File: src/hdl/lkvt_pkg.sv
// ----------------------------------------------------------------------------
// lkvt_pkg
// Types and constants of the linear key/value table.
// ----------------------------------------------------------------------------
package lkvt_pkg;

   localparam int CAPACITY   = 16;
   localparam int KEY_BITS   = 32;
   localparam int VALUE_BITS = 32;
   localparam int IDX_BITS   = (CAPACITY > 1) ? $clog2(CAPACITY) : 1;
   localparam int CNT_BITS   = $clog2(CAPACITY + 1);
   localparam int LIMIT_BITS = 5;
   localparam int KIND_BITS  = 3;
   localparam int POS_BITS   = 4;

   localparam logic [LIMIT_BITS-1:0] LIMIT_RESET = LIMIT_BITS'(16);

   typedef logic [KEY_BITS-1:0]   key_type;
   typedef logic [VALUE_BITS-1:0] value_type;
   typedef logic [IDX_BITS-1:0]   idx_type;
   typedef logic [CNT_BITS-1:0]   count_type;
   typedef logic [LIMIT_BITS-1:0] limit_type;
   typedef logic [POS_BITS-1:0]   pos_type;

   typedef enum logic [KIND_BITS-1:0] {
      KIND_LOOKUP   = 3'd0,
      KIND_INSERT   = 3'd1,
      KIND_UPDATE   = 3'd2,
      KIND_UPSERT   = 3'd3,
      KIND_ERASE    = 3'd4,
      KIND_READ_POS = 3'd5
   } kind_type;

   typedef enum logic [2:0] {
      ST_IDLE,
      ST_SCAN,
      ST_POS,
      ST_MOVE_RD,
      ST_MOVE_WR,
      ST_DONE
   } state_type;

endpackage

File: src/hdl/linear_key_value_table.sv
// Linear key/value table: up to 16 key/value pairs held densely in two
// one-port-read RAMs (keys and values). Each request word is worked on alone;
// the request side is ready whenever the sequencer is idle, also while a
// response word waits in the output register. A key search reads one entry
// per cycle through the key RAM read port for lookup, insert, update,
// insert-or-update and erase; a hit ends the search at that entry, and a miss
// ends it after the last entry. Erase of a present key then fetches the last
// entry and moves it into the freed slot. Read by position reads that entry
// directly, and an unused kind or an unoccupied position goes straight to the
// response.
// ----------------------------------------------------------------------------
// linear_key_value_table
// Top level: request/response sequencer over the key and value RAMs.
// ----------------------------------------------------------------------------
module linear_key_value_table (
   input  logic                       clock,
   input  logic                       reset,
   input  logic                       req_valid,
   output logic                       req_ready,
   input  logic [2:0]                 req_kind,
   input  lkvt_pkg::key_type          req_key,
   input  lkvt_pkg::value_type        req_value,
   input  lkvt_pkg::pos_type          req_position,
   output logic                       rsp_valid,
   input  logic                       rsp_ready,
   output logic                       rsp_ok,
   output lkvt_pkg::key_type          rsp_key_out,
   output lkvt_pkg::value_type        rsp_value_out,
   output lkvt_pkg::count_type        rsp_entry_count,
   output logic                       rsp_is_empty,
   input  logic                       csr_valid,
   output logic                       csr_ready,
   input  lkvt_pkg::limit_type        csr_data
);
   import lkvt_pkg::*;

   state_type state_ff, state_in;
   kind_type  kind_ff, kind_in;
   key_type   op_key_ff, op_key_in;
   value_type op_val_ff, op_val_in;
   count_type count_ff, count_in;
   limit_type limit_ff;
   count_type iss_ff, iss_in;
   logic      pend_ff, pend_in;
   idx_type   pend_idx_ff, pend_idx_in;
   idx_type   slot_ff, slot_in;
   logic      ok_ff, ok_in;
   key_type   kout_ff, kout_in;
   value_type vout_ff, vout_in;

   logic      rsp_valid_ff, rsp_valid_in;
   logic      rsp_ok_ff;
   key_type   rsp_key_ff;
   value_type rsp_val_ff;
   count_type rsp_cnt_ff;
   logic      rsp_empty_ff;
   logic      rsp_load;

   logic      rd_en;
   idx_type   rd_addr;
   logic      key_we, val_we;
   idx_type   wr_addr;
   key_type   key_wdata, key_rdata;
   value_type val_wdata, val_rdata;

   logic      req_fire, hit, miss, room, pos_ok;

   assign req_ready = (state_ff == ST_IDLE);
   assign req_fire  = req_valid && req_ready;
   assign csr_ready = 1'b1;

   assign hit    = pend_ff && (key_rdata == op_key_ff);
   assign miss   = !hit && (iss_ff >= count_ff);
   assign room   = (int'(count_ff) < int'(limit_ff)) && (int'(count_ff) < CAPACITY);
   assign pos_ok = int'(req_position) < int'(count_ff);
   assign rsp_load = (state_ff == ST_DONE) && (!rsp_valid_ff || rsp_ready);

   // next state
   always_comb begin
      state_in = state_ff;
      case (state_ff)
         ST_IDLE: begin
            if (req_fire) begin
               if (req_kind inside {KIND_LOOKUP, KIND_INSERT, KIND_UPDATE,
                                    KIND_UPSERT, KIND_ERASE}) begin
                  state_in = ST_SCAN;
               end else if (req_kind == KIND_READ_POS && pos_ok) begin
                  state_in = ST_POS;
               end else begin
                  state_in = ST_DONE;
               end
            end
         end
         ST_SCAN: begin
            if (hit && kind_ff == KIND_ERASE) begin
               state_in = ST_MOVE_RD;
            end else if (hit || miss) begin
               state_in = ST_DONE;
            end
         end
         ST_POS:     state_in = ST_DONE;
         ST_MOVE_RD: state_in = ST_MOVE_WR;
         ST_MOVE_WR: state_in = ST_DONE;
         ST_DONE: begin
            if (rsp_load) begin
               state_in = ST_IDLE;
            end
         end
         default:    state_in = ST_IDLE;
      endcase
   end

   // datapath and memory controls
   always_comb begin
      kind_in     = kind_ff;
      op_key_in   = op_key_ff;
      op_val_in   = op_val_ff;
      count_in    = count_ff;
      iss_in      = iss_ff;
      pend_in     = 1'b0;
      pend_idx_in = pend_idx_ff;
      slot_in     = slot_ff;
      ok_in       = ok_ff;
      kout_in     = kout_ff;
      vout_in     = vout_ff;
      rd_en       = 1'b0;
      rd_addr     = iss_ff[IDX_BITS-1:0];
      key_we      = 1'b0;
      val_we      = 1'b0;
      wr_addr     = count_ff[IDX_BITS-1:0];
      key_wdata   = op_key_ff;
      val_wdata   = op_val_ff;
      case (state_ff)
         ST_IDLE: begin
            if (req_fire) begin
               kind_in   = kind_type'(req_kind);
               op_key_in = req_key;
               op_val_in = req_value;
               iss_in    = '0;
               ok_in     = 1'b0;
               kout_in   = req_key;
               vout_in   = '0;
               if (req_kind == KIND_READ_POS && pos_ok) begin
                  rd_en   = 1'b1;
                  rd_addr = req_position[IDX_BITS-1:0];
               end
            end
         end
         ST_SCAN: begin
            if (hit) begin
               slot_in = pend_idx_ff;
               case (kind_ff)
                  KIND_LOOKUP: begin
                     ok_in   = 1'b1;
                     vout_in = val_rdata;
                  end
                  KIND_UPDATE, KIND_UPSERT: begin
                     ok_in   = 1'b1;
                     val_we  = 1'b1;
                     wr_addr = pend_idx_ff;
                  end
                  default: ;
               endcase
            end else if (miss) begin
               if ((kind_ff == KIND_INSERT || kind_ff == KIND_UPSERT) && room) begin
                  ok_in    = 1'b1;
                  key_we   = 1'b1;
                  val_we   = 1'b1;
                  count_in = count_ff + CNT_BITS'(1);
               end
            end else begin
               // issue the next entry; its compare lands in the next cycle
               rd_en       = 1'b1;
               pend_in     = 1'b1;
               pend_idx_in = iss_ff[IDX_BITS-1:0];
               iss_in      = iss_ff + CNT_BITS'(1);
            end
         end
         ST_POS: begin
            ok_in   = 1'b1;
            kout_in = key_rdata;
            vout_in = val_rdata;
         end
         ST_MOVE_RD: begin
            rd_en   = 1'b1;
            rd_addr = IDX_BITS'(count_ff - CNT_BITS'(1));
         end
         ST_MOVE_WR: begin
            // move the last entry into the freed slot
            key_we    = 1'b1;
            val_we    = 1'b1;
            wr_addr   = slot_ff;
            key_wdata = key_rdata;
            val_wdata = val_rdata;
            count_in  = count_ff - CNT_BITS'(1);
            ok_in     = 1'b1;
         end
         default: ;
      endcase
   end

   assign rsp_valid_in = rsp_load || (rsp_valid_ff && !rsp_ready);

   always_ff @(posedge clock) begin
      if (reset) begin
         state_ff     <= ST_IDLE;
         count_ff     <= '0;
         limit_ff     <= LIMIT_RESET;
         pend_ff      <= 1'b0;
         rsp_valid_ff <= 1'b0;
      end else begin
         state_ff     <= state_in;
         count_ff     <= count_in;
         pend_ff      <= pend_in;
         rsp_valid_ff <= rsp_valid_in;
         if (csr_valid && csr_ready) begin
            limit_ff <= csr_data;
         end
      end
   end

   always_ff @(posedge clock) begin
      kind_ff     <= kind_in;
      op_key_ff   <= op_key_in;
      op_val_ff   <= op_val_in;
      iss_ff      <= iss_in;
      pend_idx_ff <= pend_idx_in;
      slot_ff     <= slot_in;
      ok_ff       <= ok_in;
      kout_ff     <= kout_in;
      vout_ff     <= vout_in;
      if (rsp_load) begin
         rsp_ok_ff    <= ok_ff;
         rsp_key_ff   <= kout_ff;
         rsp_val_ff   <= vout_ff;
         rsp_cnt_ff   <= count_ff;
         rsp_empty_ff <= (count_ff == '0);
      end
   end

   lkvt_ram #(
      .WIDTH (KEY_BITS),
      .DEPTH (CAPACITY)
   ) u_key_ram (
      .clock   (clock),
      .wr_en   (key_we),
      .wr_addr (wr_addr),
      .wr_data (key_wdata),
      .rd_en   (rd_en),
      .rd_addr (rd_addr),
      .rd_data (key_rdata)
   );

   lkvt_ram #(
      .WIDTH (VALUE_BITS),
      .DEPTH (CAPACITY)
   ) u_value_ram (
      .clock   (clock),
      .wr_en   (val_we),
      .wr_addr (wr_addr),
      .wr_data (val_wdata),
      .rd_en   (rd_en),
      .rd_addr (rd_addr),
      .rd_data (val_rdata)
   );

   assign rsp_valid       = rsp_valid_ff;
   assign rsp_ok          = rsp_ok_ff;
   assign rsp_key_out     = rsp_key_ff;
   assign rsp_value_out   = rsp_val_ff;
   assign rsp_entry_count = rsp_cnt_ff;
   assign rsp_is_empty    = rsp_empty_ff;

endmodule

File: src/hdl/lkvt_ram.sv
// ----------------------------------------------------------------------------
// lkvt_ram
// Generic single-write, single-read RAM with registered read data.
// ----------------------------------------------------------------------------
module lkvt_ram #(
   parameter int WIDTH = 32,
   parameter int DEPTH = 16
) (
   input  logic                                        clock,
   input  logic                                        wr_en,
   input  logic [((DEPTH > 1) ? $clog2(DEPTH) : 1)-1:0] wr_addr,
   input  logic [WIDTH-1:0]                            wr_data,
   input  logic                                        rd_en,
   input  logic [((DEPTH > 1) ? $clog2(DEPTH) : 1)-1:0] rd_addr,
   output logic [WIDTH-1:0]                            rd_data
);

   logic [WIDTH-1:0] mem [DEPTH];
   logic [WIDTH-1:0] rd_data_ff;

   always_ff @(posedge clock) begin
      if (wr_en) begin
         mem[wr_addr] <= wr_data;
      end
      if (rd_en) begin
         rd_data_ff <= mem[rd_addr];
      end
   end

   assign rd_data = rd_data_ff;

endmodule

File: config.mk
export PLATFORM = sky130hd
export DESIGN_NAME = linear_key_value_table
export DESIGN_NICKNAME = d
export VERILOG_FILES = /design/src/hdl/lkvt_pkg.sv /design/src/hdl/linear_key_value_table.sv /design/src/hdl/lkvt_ram.sv
export SDC_FILE = /design/constraint.sdc
export NUM_CORES = 2
export LEC_CHECK = 0
export ABC_AREA = 0
export BUFFER_PORTS_ARGS = -buffer_cell sky130_fd_sc_hd__buf_2
export CORE_AREA = 2 2 275 345
export CTS_CLUSTER_DIAMETER = 40
export DETAILED_ROUTE_END_ITERATION = 6
export DIE_AREA = 0 0 277 347
export GPL_ROUTABILITY_DRIVEN = 0
export PLACE_DENSITY_LB_ADDON = 0.3
export SKIP_LAST_GASP = 1
export SLEW_MARGIN = 25
export SYNTH_ARGS = -nofsm -noshare
export SYNTH_HDL_FRONTEND = slang
export SYNTH_SLANG_ARGS = --single-unit
File: constraint.sdc
create_clock -name clock -period 12.2 [get_ports clock]
set_input_delay 0.61 -clock clock [delete_from_list [all_inputs] [get_ports clock]]
set_output_delay 0.61 -clock clock [all_outputs]
set_load 0.01 [all_outputs]
# Word level (Yosys, flattened, before mapping)
# Memory sizes are Yosys's and may differ from the RTL's. A register that Yosys moved wholly into a read port is not among the register bits.
# Index checks and enable logic that the tools add are counted.
# totals
mem_bits_rw,1024
input_bits,81
wordCells,148
reg_bits,231
n_memories,2
# mem_list
name,depth,word_bits,read_ports,rd_ports_with_merged_regs,wr,line,rtl
u_key_ram.mem,16,32,1,1,1,lkvt_ram.sv:18,logic [WIDTH-1:0] mem [DEPTH];
u_value_ram.mem,16,32,1,1,1,lkvt_ram.sv:18,
# op_classes
n_eq_ne,27
muxes,51
n_bitwise,3
n_lt_le_gt_ge,4
n_reduce_logical,39
addsub,3
# ops
operator,count
32-bit two-way mux,6
32-bit one-hot mux with 3 select lines,1
32-bit one-hot mux with 2 select lines,1
32-bit == test,1
5-bit two-way mux,6
5-bit one-hot mux with 2 select lines,2
"3-bit by 2-bit == test with 1-bit output, second input constant",6
1-bit two-way mux,18
3-bit two-way mux,6
4-bit two-way mux,4
4-bit one-hot mux with 2 select lines,2
"3-bit == test, second input constant",5
3-bit one-hot mux with 5 select lines,1
"2-bit != test, second input constant",6
"3-bit != test, second input constant",4
4-bit AND reduction,3
"5-bit by 1-bit adder with 5-bit output, second input constant",2
"3-bit by 1-bit == test with 1-bit output, second input constant",3
1-bit logical AND,9
3-bit logical NOT,3
1-bit one-hot mux with 3 select lines,2
2-bit AND reduction,3
3-bit AND reduction,2
2-bit nonzero test,3
16 further kinds,28

# Depth between registers and ports, before layout
# depth
depth_word,9
ltp_mapped,15
mapped_depth_nobuf,10

# Modules after synthesis
# Synthesis repeated with hierarchy kept, for this count alone.
# hier_totals
cells_unflattened,2455
area_unflattened_um2,50303.2
# by_module_without_submodules
mod,cells_per_inst,area_per_inst_um2,instances
lkvt_ram,838,20155.6,2
linear_key_value_table,779,9992.1,1

# Worst setup path before layout
# No wires, ideal clock.
# synth_path
path_kind,reg-to-reg
startpoint,register state_ff[0]
endpoint,register u_key_ram.rd_data_ff[0] (netlist: u_key_ram.rd_data[0]) (read register of u_key_ram.mem) (enable)
setup_slack_ns,7.533
setup_ns,0.423
stages_incl_launch_ff,6
synth_period_minus_slack_ns,4.667
n_path_buf,1
required_time_ns,11.777
t_arrival_ns,4.244
path_cell_list,dfxtp_1 -> buf_2 -> nor3_2 -> and2_1 -> a21oi_2 -> nand2_1
# synth_between
elab_chain_cells,4
word_cells_on_any_way,8
cone_classes,eq/ne (2); mux (4); reduce/logical (2)
# synth_lines
element,line,rtl
"start, declared",linear_key_value_table.sv:37,"state_type state_ff, state_in;"
"start signal, assigned",linear_key_value_table.sv:212,state_ff <= state_in;
3-bit logical NOT (*),linear_key_value_table.sv:68,assign req_ready = (state_ff == ST_IDLE);
named net req_ready,linear_key_value_table.sv:19,"output logic req_ready,"
1-bit logical AND,linear_key_value_table.sv:69,assign req_fire = req_valid && req_ready;
1-bit two-way mux,linear_key_value_table.sv:135,if (req_fire) begin
1-bit one-hot mux with 3 select lines (*),linear_key_value_table.sv:133,case (state_ff)
named net rd_en,linear_key_value_table.sv:59,logic rd_en;
"end, declared",lkvt_ram.sv:19,logic [WIDTH-1:0] rd_data_ff;
# The timed path passes the listed nets; every way through them passes the cells marked *.
# A chain may end at the register's enable or synchronous reset.

# Worst setup path in the final report
# layout_path
startpoint,register state_ff[0]
endpoint,register u_key_ram.rd_data_ff[2] (netlist: u_key_ram.rd_data[2]) (read register of u_key_ram.mem) (data pin)
# layout_between
elab_chain_cells,4
word_cells_on_any_way,8
cone_classes,eq/ne (2); mux (4); reduce/logical (2)
# layout_lines
element,line
3-bit logical NOT,"linear_key_value_table.sv:68, linear_key_value_table.sv:133"
1-bit logical AND,linear_key_value_table.sv:69
1-bit two-way mux / 4-bit two-way mux (equally long branches),linear_key_value_table.sv:135
1-bit one-hot mux with 3 select lines / 4-bit one-hot mux with 2 select lines (equally long branches),linear_key_value_table.sv:133
# Several ways; a longest one is shown, not always the timed one.

==> metrics.csv <==
stage,metric,value,unit
run_status,status,"finished, final reports clean",
worst_setup_path,critPathCaptureType,flip-flop,
global_route,grt_pass1_vias,27300,
die,die_x,277,um
synth,ys_types,61,
timing,layout_min_cycle_time,6240,ps
power,power.density,197,nW/um2
worst_setup_path,setup.worst_path.class,reg2reg,
clock_network,insertion_delay,750,ps
global_route,antenna_found_initial,0,
die,core,92600,um2
cells_and_area,post-route-util,62.0,%
detailed_routing,vias_per_cell,6.18,
global_route,grt_use_total,25.1,%
timing,min_period_over_period,51.2,%
synth,yosys_most_used_dff,edfxtp_1,
clock_network,cts_buffer_depth,3,
die,fp.dieArea,96100,um2
die,fp-row-count,125,
power,peakVddDrop,0.131,mV
clock_network,cts_setup_buffers,0,
power,seqPwrFrac,49.1,%
flow_run,max_cap_viol_count,0,
detailed_routing,vias,27000,
cells_and_area,nFillCells,6532,
clock_network,clkTransAtPathRegs,60,ps
detailed_routing,drt-total-wl,121,mm
clock_network,cts_made_buffers,134,
clock_network,cts_resized,0,
cells_and_area,mostFrequentLayoutCells,"edfxtp_1 (1304), mux2i_1 (516), o22ai_1 (257)",
timing,max_freq,160,MHz
clock_network,htree_num_levels,4,
detailed_routing,dr.first_iter.drc_count,2989,
detailed_routing,drc,0,
die,dieHeight,347,um
synth,ys_ff_latch,1319,
global_route,grt_max_degree,150,
power,p_leak,19.8,nW
timing,finalHoldViolCount,0,
power,p_int,0.00831,W
cells_and_area,syn2layout_area_growth,13.0,%
detailed_routing,first_pass_iters,6,
global_route,gr-total-overflow,0,
die,io-pin-count,155,
synth,netlist_instances,2864,
synth,synth_seq_area_share,77.7,%
detailed_routing,drt-wirelength-per-cell,27.7,um
worst_setup_path,required,12660,ps
cells_and_area,layout-drive-gt1-share,15.9,%
synth,syn_avg_cell_area,17.7,um2
worst_setup_path,startpoint_type,flip-flop,
timing,slew-limit-headroom,27.7,%
worst_setup_path,crit_arrival,6700,ps
synth,ys_warn_count,0,
synth,synth_edf_count,1304,
timing,setup_violations,0,
placed_design,dpl_cell_area,53000,um2
worst_setup_path,cp_max_fo,67,
cells_and_area,antennaDiodeCount,0,
clock_network,cts.sinks,1319,
die,start_util,54.8,%
cells_and_area,final_nets,3166,
worst_hold_path,hold_class,in2reg,
power,clkPwrFrac,35.1,%
placed_design,dp_hpwl,61.4,mm
detailed_routing,postRouteAntennaNets,0,
power,switchingPower,0.00299,W
cells_and_area,final_common_cell,edfxtp_1,
synth,syn_nets,2961,
timing,slew_viol_final,0,
cells_and_area,final_design_area_no_fill,57400,um2
clock_network,cts_tree,yes,
global_route,grt_pass1_wl,175,mm
power,p_comb_share,15.7,%
timing,skew,34.0,ps
timing,tightestPinTransition,1080,ps
power,swShare,26.5,%
timing,setup_tns,0,ps
synth,syn_area,50800,um2
timing,rsz0062_at_grt,no,
synth,async_flop_share,0,%
placed_design,port_buffers,153,
clock_network,ctsRootBufferMaster,clkbuf_16,
## sequential cells by signal, indices dropped and copies added (netlist names), 4 cells and up
register / count
limit_ff: 5
vout_ff: 32
count_ff: 5
u_value_ram.rd_data: 32
kout_ff: 32
rsp_entry_count: 5
slot_ff: 4
op_val_ff: 32
rsp_key_out: 32
op_key_ff: 32
pend_idx_ff: 4
u_key_ram.mem: 512
u_key_ram.rd_data: 32
rsp_value_out: 32
iss_ff: 5
u_value_ram.mem: 512
## logic make-up (layout without fill, tap and decap cells)
group | Yosys count | after routing | share of synthesized area, %
and+or+nand+nor | 462 | 462 | 4.55
muxes | 548 | 548 | 10.9
adders and majority gates | 16 | 16 | 0.394
other | 1 | 1 | 0.00739
DFF | 1319 | 1319 | 77.7
buffers and inverters | 165 | 471 | 1.77
AOI/OAI and AO/OA | 319 | 319 | 4.06
xor gates and xnor gates | 34 | 34 | 0.587
## Yosys cell counts (4+ instances only)
master | number | area (um2)
a21o_1 | 5 | 37.5
a21oi_1 | 11 | 55.1
a221o_1 | 5 | 50.1
and2_1 | 40 | 250
and4_1 | 4 | 35.0
buf_1 | 11 | 41.3
buf_2 | 44 | 220
buf_4 | 7 | 52.6
buf_6 | 26 | 293
clkbuf_1 | 58 | 218
dfxtp_1 | 15 | 300
edfxtp_1 | 1304 | 39200
ha_1 | 16 | 200
inv_1 | 18 | 67.6
mux2_2 | 32 | 360
mux2i_1 | 516 | 5160
nand2_1 | 206 | 773
nand2b_1 | 20 | 125
nand3_1 | 11 | 55.1
nand4_1 | 11 | 68.8
nor2_1 | 67 | 251
nor2b_1 | 6 | 37.5
nor3_1 | 10 | 50.1
nor4_1 | 4 | 25.0
o21ai_0 | 16 | 80.1
o22ai_1 | 257 | 1610
or3_1 | 5 | 31.3
or4_1 | 64 | 480
xnor2_1 | 29 | 254
xor2_1 | 5 | 43.8
## power groups by stage
| stage | logic (W) | clock network [W] | registers, W |
|---|---|---|---|
| floorplan | 0.00124 | 0 | 0.00560 |
| global placement | 0.00171 | 0 | 0.00564 |
| detailed placement | 0.00176 | 0 | 0.00564 |
| CTS | 0.00177 | 0.00403 | 0.00555 |
| global route | 0.00190 | 0.00420 | 0.00557 |
| finish | 0.00178 | 0.00397 | 0.00555 |
## metal layers
layer,track usage (%),wire length [um],vias to the layer above
met5,0,0,-
met4,10.3,4400,0
met3,4.60,9460,270
met2,41.5,59500,1260
met1,33.0,47900,13800
li1,-,-,11700
## final cells by class
class	count	area, um2	share of cell area, %
Timing Repair Buffer	215	1290	2.24
Inverter	19	71.3	0.124
Multi-Input combinational cell	1380	10800	18.7
Clock inverter	79	817	1.42
Tap cell	1206	1510	2.63
Clock buffer	158	3470	6.06
Sequential cell	1319	39500	68.8
## path summary, 6_finish.rpt
check / start / endpoint / slack, ps / cells past startpoint
max: state_ff[0] / u_key_ram.rd_data[2] / 5960 / 10
min: req_value[16] / op_val_ff[16] / 40 / 1
max reg2reg: state_ff[0] / u_key_ram.rd_data[2] / 5960 / 10
min reg2reg: kout_ff[29] / rsp_key_out[29] / 410 / 0
## through the flow
step	worst slack (ps)	hold slack [ps]	total power, W	instances
after floorplan	7530	400	0.00684	2864
after global placement	5930	405	0.00735	4137
after global routing	5630	18.3	0.0117	4376
after detailed placement	5600	405	0.00741	4137
after CTS	5610	0.773	0.0114	4375
final	5960	43.1	0.0113	4376
## timing repair
action | CTS | global route
hold buffers | 1 | 0
hold endpoints to repair | 1 | 0
setup endpoints to repair | 0 | 0
## worst max-delay path, stage by stage, from the launching register on
cell and delay [ps]:
dfxtp_1 510, nor3_2 410, and2_4 630, buf_4 670, and2_4 320, a221o_4 790
buf_4 890, buf_6 720, mux2i_1 270, o22ai_1 120, or4_1 560
Power figures use the tool's default switching activity.
